==> src/rtl/chm_pkg.sv <==
// ----------------------------------------------------------------------------
// chm_pkg
// Shared types, codes and defaults of the chained hash map set block.
// ----------------------------------------------------------------------------
package chm_pkg;

   localparam int KEY_W          = 32;
   localparam int CNT_OUT_W      = 11;
   localparam int STATUS_W       = 3;
   localparam int SLOT_CFG_W     = 9;
   localparam int CSR_IDX_W      = 1;
   localparam int DEF_MAX_SLOTS  = 256;
   localparam int DEF_POOL       = 1024;

   // remainder unit: quotient bits retired per cycle and cycle count
   localparam int DIV_BITS       = 4;
   localparam int DIV_STEPS      = KEY_W / DIV_BITS;

   localparam logic [STATUS_W-1:0] ST_IGNORED  = 3'd0;
   localparam logic [STATUS_W-1:0] ST_UPDATED  = 3'd1;
   localparam logic [STATUS_W-1:0] ST_INSERTED = 3'd2;
   localparam logic [STATUS_W-1:0] ST_REMOVED  = 3'd3;
   localparam logic [STATUS_W-1:0] ST_FULL     = 3'd4;

   localparam logic [CSR_IDX_W-1:0] REG_TABLE_ENABLE = 1'b0;
   localparam logic [CSR_IDX_W-1:0] REG_SLOT_COUNT   = 1'b1;

   localparam logic                  RST_TABLE_ENABLE = 1'b0;
   localparam logic [SLOT_CFG_W-1:0] RST_SLOT_COUNT   = 9'd256;

   // entry memory read address select
   localparam logic [1:0] RD_HEAD = 2'd0;
   localparam logic [1:0] RD_NEXT = 2'd1;
   localparam logic [1:0] RD_FREE = 2'd2;

   typedef struct packed {
      logic                clr_wr;
      logic                req_load;
      logic                bkt_rd;
      logic                walk_init;
      logic                ent_rd;
      logic [1:0]          rd_sel;
      logic                walk_step;
      logic                upd_wr;
      logic                rm_wr;
      logic                unlink_wr;
      logic                pop_free;
      logic                take_new;
      logic                ins_wr;
      logic                rsp_load;
      logic [STATUS_W-1:0] rsp_code;
   } cmd_type;

   typedef struct packed {
      logic clr_last;
      logic div_done;
      logic enable;
      logic head_nil;
      logic key_hit;
      logic val_neg1;
      logic next_nil;
      logic steps_last;
      logic free_nil;
      logic pool_full;
      logic rsp_free;
   } sts_type;

endpackage

==> src/rtl/chm_ctrl.sv <==
// ----------------------------------------------------------------------------
// chm_ctrl
// Controller: sequences clearing, remainder, bucket read, chain walk,
// update, unlink or insert, and response hand-off.
// ----------------------------------------------------------------------------
module chm_ctrl (
   input  logic             clock,
   input  logic             reset,
   input  logic             req_valid,
   output logic             req_stall,
   input  chm_pkg::sts_type sts,
   output chm_pkg::cmd_type cmd
);
   import chm_pkg::*;

   localparam logic [3:0] S_CLEAR  = 4'd0;
   localparam logic [3:0] S_IDLE   = 4'd1;
   localparam logic [3:0] S_DIV    = 4'd2;
   localparam logic [3:0] S_BKT    = 4'd3;
   localparam logic [3:0] S_ECHK   = 4'd4;
   localparam logic [3:0] S_UNLINK = 4'd5;
   localparam logic [3:0] S_ALLOC  = 4'd6;
   localparam logic [3:0] S_FPOP   = 4'd7;
   localparam logic [3:0] S_INS    = 4'd8;
   localparam logic [3:0] S_DONE   = 4'd9;

   logic [3:0]          state_ff, state_in;
   logic [STATUS_W-1:0] code_ff, code_in;

   always_comb begin
      cmd      = '0;
      state_in = state_ff;
      code_in  = code_ff;
      case (state_ff)
         S_CLEAR: begin
            cmd.clr_wr = 1'b1;
            if (sts.clr_last) begin
               state_in = S_IDLE;
            end
         end
         S_IDLE: begin
            if (req_valid) begin
               cmd.req_load = 1'b1;
               state_in     = S_DIV;
            end
         end
         S_DIV: begin
            if (sts.div_done) begin
               cmd.bkt_rd = 1'b1;
               state_in   = S_BKT;
            end
         end
         S_BKT: begin
            cmd.walk_init = 1'b1;
            if (!sts.enable) begin
               code_in  = ST_IGNORED;
               state_in = S_DONE;
            end else if (sts.head_nil) begin
               state_in = S_ALLOC;
            end else begin
               cmd.ent_rd = 1'b1;
               cmd.rd_sel = RD_HEAD;
               state_in   = S_ECHK;
            end
         end
         S_ECHK: begin
            if (sts.key_hit) begin
               if (sts.val_neg1) begin
                  cmd.rm_wr = 1'b1;
                  code_in   = ST_REMOVED;
                  state_in  = S_UNLINK;
               end else begin
                  cmd.upd_wr = 1'b1;
                  code_in    = ST_UPDATED;
                  state_in   = S_DONE;
               end
            end else begin
               cmd.walk_step = 1'b1;
               if (sts.next_nil || sts.steps_last) begin
                  state_in = S_ALLOC;
               end else begin
                  cmd.ent_rd = 1'b1;
                  cmd.rd_sel = RD_NEXT;
               end
            end
         end
         S_UNLINK: begin
            cmd.unlink_wr = 1'b1;
            state_in      = S_DONE;
         end
         S_ALLOC: begin
            if (!sts.free_nil) begin
               cmd.ent_rd = 1'b1;
               cmd.rd_sel = RD_FREE;
               state_in   = S_FPOP;
            end else if (!sts.pool_full) begin
               cmd.take_new = 1'b1;
               state_in     = S_INS;
            end else begin
               code_in  = ST_FULL;
               state_in = S_DONE;
            end
         end
         S_FPOP: begin
            cmd.pop_free = 1'b1;
            state_in     = S_INS;
         end
         S_INS: begin
            cmd.ins_wr = 1'b1;
            code_in    = ST_INSERTED;
            state_in   = S_DONE;
         end
         S_DONE: begin
            cmd.rsp_code = code_ff;
            if (sts.rsp_free) begin
               cmd.rsp_load = 1'b1;
               state_in     = S_IDLE;
            end
         end
         default: begin
            state_in = S_IDLE;
         end
      endcase
   end

   always_ff @(posedge clock) begin
      if (reset) begin
         state_ff <= S_CLEAR;
         code_ff  <= ST_IGNORED;
      end else begin
         state_ff <= state_in;
         code_ff  <= code_in;
      end
   end

   assign req_stall = (state_ff != S_IDLE);

   a_accept_starts_div: assert property (@(posedge clock) disable iff (reset)
      (req_valid && !req_stall) |=> (state_ff == S_DIV))
      else $error("accepted word did not start the remainder");

   a_done_to_idle: assert property (@(posedge clock) disable iff (reset)
      (state_ff == S_DONE && sts.rsp_free) |=> (state_ff == S_IDLE))
      else $error("response hand-off did not return to idle");

endmodule

==> config.mk <==
export PLATFORM = sky130hd
export DESIGN_NAME = chm_ctrl
export DESIGN_NICKNAME = d
export VERILOG_FILES = /design/src/rtl/chm_pkg.sv /design/src/rtl/chm_ctrl.sv
export SDC_FILE = /design/constraint.sdc
export NUM_CORES = 1
export LEC_CHECK = 0
export BUFFER_PORTS_ARGS = -buffer_cell sky130_fd_sc_hd__buf_2
export CAP_MARGIN = 10
export CORE_MARGIN = 2
export CORE_UTILIZATION = 48
export DETAILED_ROUTE_END_ITERATION = 12
export GPL_TIMING_DRIVEN = 0
export PLACE_DENSITY = 0.89
export SYNTH_ARGS = -nofsm -noshare
export SYNTH_HDL_FRONTEND = slang
export SYNTH_SLANG_ARGS = --single-unit
==> constraint.sdc <==
create_clock -name clock -period 3.7 [get_ports clock]
set_input_delay 0.185 -clock clock [delete_from_list [all_inputs] [get_ports clock]]
set_output_delay 0.185 -clock clock [all_outputs]
set_load 0.1 [all_outputs]
### Word level (Yosys, flattened, before mapping)

Cells that the tools add are included.

| cells by class | value |
|---|---|
| eq/ne operators | 19 |
| reduce and logical (&&, ||, !) cells | 6 |
| muxes and demuxes | 42 |

Operator list:

| operator | number |
|---|---|
| $mux W4 | 11 |
| $pmux W4 S9 | 1 |
| $mux W3 | 9 |
| $eq A4 B3 Y1 const B | 4 |
| $mux W1 | 16 |
| $ne A2 B2 Y1 const B | 8 |
| $pmux W3 S4 | 1 |
| $reduce_and A5 Y1 | 2 |
| $pmux W3 S3 | 1 |
| $eq A4 B2 Y1 const B | 2 |
| $eq A4 B4 Y1 const B | 2 |
| $mux W2 | 3 |
| $eq A4 B1 Y1 const B | 1 |
| $logic_not A4 Y1 | 1 |
| $ne A4 B1 Y1 const B | 1 |
| $reduce_bool A4 Y1 | 1 |
| $ne A3 B3 Y1 const B | 1 |
| $reduce_or A2 Y1 | 1 |
| $logic_or A1 B1 Y1 | 1 |

| word-level totals | value |
|---|---|
| bits in registers | 7 |
| bits of input ports | 14 |
| output and inout bits | 19 |

### Longest topological paths before layout

| logic depth | value |
|---|---|
| depth after elaboration | 4 |
| gate-level depth with buffers | 6 |
| gate-level depth less buffers | 5 |

### Worst setup path before layout

No wires, ideal clock.

| path | value |
|---|---|
| path kind | register to output |
| start point | register state_ff[1] |
| end point | output cmd[13] (netlist bit) |
| setup slack | -0.821 ns |
| arrival | 4.336 ns |
| stages on the path, launching flop included | 5 |
| path through | dfxtp_1 > buf_6 > nand2_1 > nor4_1 > or3_2 |

RTL lines:

| what | RTL line | RTL |
|---|---|---|
| start, declared | chm_ctrl.sv:27 | `logic [3:0] state_ff, state_in;` |
| start signal, assigned | chm_ctrl.sv:131 | `state_ff <= state_in;` |
| end, declared | chm_ctrl.sv:12 | `output chm_pkg::cmd_type cmd` |

==> flow_summary.toml <==
[outcome]
outcome = "completed"

[sta]
finalCritPeriodShare = 0.600
max_freq_mhz = 451
tns_ns = 0
min_period_ns = 2.22
setup_viol = 0
maxSlewViolCount = 0
maxSlewHeadroom = 0.674
worst_slew_pin_slew_ns = 0.492
layout_setup_ws_ns = 1.48
fin_skew_ns = 0.00605
hold_viol_final = 0
grt_setup_unrepaired = "no"

[drt]
drc = 0
drt_first_iter_violations = 39
ant_nets = 0
vias_per_cell = 6.13
routed_wirelength_um = 2040
vias = 846
routedWlPerCell_um = 14.8
first_pass_iters = 4

[worst_setup_path]
rrSetupSlack_ns = 1.99
cp.required_ns = 3.51
crit_arrival_ns = 2.03
crit_path_max_incr_delay_ns = 0.51
cp-end-kind = "primary output"
crit_fanout = 6
critPathLaunchType = "flop"
reg2reg_depth = 6
crit_type = "reg2out"
critical_path.top_delay_family = "simple AND/OR/NAND/NOR gates"
path_buf_inv = 1
r2r_end = "code_ff[1]$_SDFFE_PP0P_"
path_cells = "or4b_4 > nor4_4 > or3_2 > buf_2"
cp_slowest_cell = "or4b_4"
r2r_start = "state_ff[1]$_SDFFE_PP0P_"

[cts]
cts_hold_buf = 0
clock_latency_ns = 0.25
root_buffer = "clkbuf_4"
htree_levels = 1
post-cts-setup-buffer-count = 0
clockBufferDepth = 2
numCtsBuffers = 3
cts_resized = 0
cts.sinks = 7
cts_tree = "built"
clk_pin_slew_ns = 0.05

[min_path]
hold_start = "reset"
hold_path_end = "code_ff[0]$_SDFFE_PP0P_"
holdPathStages = 2
hold_path.class = "in2reg"

[synthesis]
synth_top_area_share = 0.208
synth_area_per_cell_um2 = 7.75
ys_seq_elements = 7
syn_nets = 101
synth_warnings = 0
synth_top_cell_by_area = "dfxtp_1"
ys_seq_area_frac = 0.208
synth.area.top_cells = "dfxtp_1 (21%), nor2_1 (7.8%), and3_1 (5.6%), nand2_1 (5.6%), buf_6 (5.0%)"
synth_area_um2 = 674
syn_inst = 87
yosysUniqueCellTypes = 35

[grt]
grt_pass1_vias = 779
grt_pass1_wl_um = 3460
grt_usage = 0.247
grt_max_degree = 11
antenna_found_initial = 0
grt-ovfl-total = 0

[flow_run]
maxCapViolations = 0

[floorplan]
die_h_um = 41.5
core_area_mm2 = 0.00130
die_x_um = 41.5
row_count = 13
initial_core_util = 0.518
ios = 33
die-area_mm2 = 0.00172

[final_layout]
nNetsFinal = 138
stdcell_count = 138
antennaDiodeCount = 0
drive_gt1_frac = 0.415
area_growth_pct = 33.2

[power]
ir_drop_mv = 0.532
p_leak_uw = 0.000429
power.density_mw_per_mm2 = 705

[placed_design]
dp_slack_ns = 1.79
placed_cells = 134
portBuffers = 32
dp_hpwl_um = 1550
gp_congestion = 0.871
==> stage by stage <==
step | util | instance area, um^2 | total power, uW | hold slack (ns)
2_1_floorplan | - | 693 | 482 | 0.254
3_3_place_gp | 0.670 | 872 | 546 | 0.445
3_5_place_dp | 0.670 | 872 | 557 | 0.448
4_1_cts | 0.690 | 898 | 628 | 0.183
5_1_grt | 0.690 | 898 | 662 | 0.186
6_report | 0.690 | 898 | 634 | 0.188
==> logic make-up after synthesis <==
family,Yosys count,synth area share
compound gates,18,0.200
buf+inv,7,0.0890
flops,7,0.208
mux,4,0.0612
simple gates,51,0.442
==> cells in the mapped netlist <==
library cell	number
clkbuf_8	1
o22ai_1	1
nand2_1	10
and3_1	6
or4b_4	1
nor4b_2	1
o41ai_1	1
buf_2	1
nand3_1	2
and2b_2	1
a21oi_1	6
o21ai_0	1
nor2_1	14
a32o_2	1
nor4_4	1
o211a_1	1
clkbuf_1	1
a31oi_1	1
o211ai_1	1
a311oi_1	2
mux2_1	1
and2_1	1
inv_1	1
nor3_1	2
nor4b_1	1
mux2i_1	3
buf_6	3
or3_2	1
nand2b_1	5
nor4_1	4
a221oi_1	1
a311oi_2	1
and4bb_1	1
dfxtp_1	7
a21oi_2	1
==> per-layer routing <==
metal | part of all wire | track usage
met3 | 0.066 | 0.0348
met4 | 0.014 | 0.0839
met1 | 0.41 | 0.309
met2 | 0.51 | 0.428
met5 | 0 | 0
==> registers in the layout, summed over array words and instances (netlist names) <==
signal	cells
state_ff	4
code_ff	3
==> placed cells by master, fill, tap and decap left out, types with 3 or more instances in the layout <==
master	count
and3_1	6
mux2i_1	3
buf_6	3
nand2_1	10
clkbuf_4	3
dfxtp_1	7
a21oi_1	6
nor2_1	14
nand2b_1	5
buf_2	33
==> worst max path at each step <==
stage	start	endpoint	slack, ns	depth (start not counted)
CTS	state_ff[2]$_SDFFE_PP0P_	cmd[13]	1.52	4
detailed placement	state_ff[2]$_SDFFE_PP0P_	cmd[13]	1.79	4
floorplan	state_ff[1]$_SDFFE_PP0P_	cmd[13]	0.50	4
global placement	state_ff[2]$_SDFFE_PP0P_	cmd[13]	1.80	4
global route	state_ff[3]$_SDFFE_PP0P_	cmd[0]	1.39	5
finish	state_ff[2]$_SDFFE_PP0P_	cmd[13]	1.48	4
==> where the power goes <==
group	leakage, uW	switching (uW)	internal, uW
Clock	0.0000150	31.2	41.4
Sequential	0.0000569	18.9	90.8
Combinational	0.000357	328	123
==> cell type report <==
class,count,area (um^2)
Inverter,1,3.75
Buffer,6,56.3
Clock buffer,4,26.3
Sequential cell,7,140
Multi-Input combinational cell,73,493
Timing Repair Buffer,32,160
Tap cell,15,18.8
Fill cell,114,403
No activity file was read; power rests on OpenSTA's default activity.
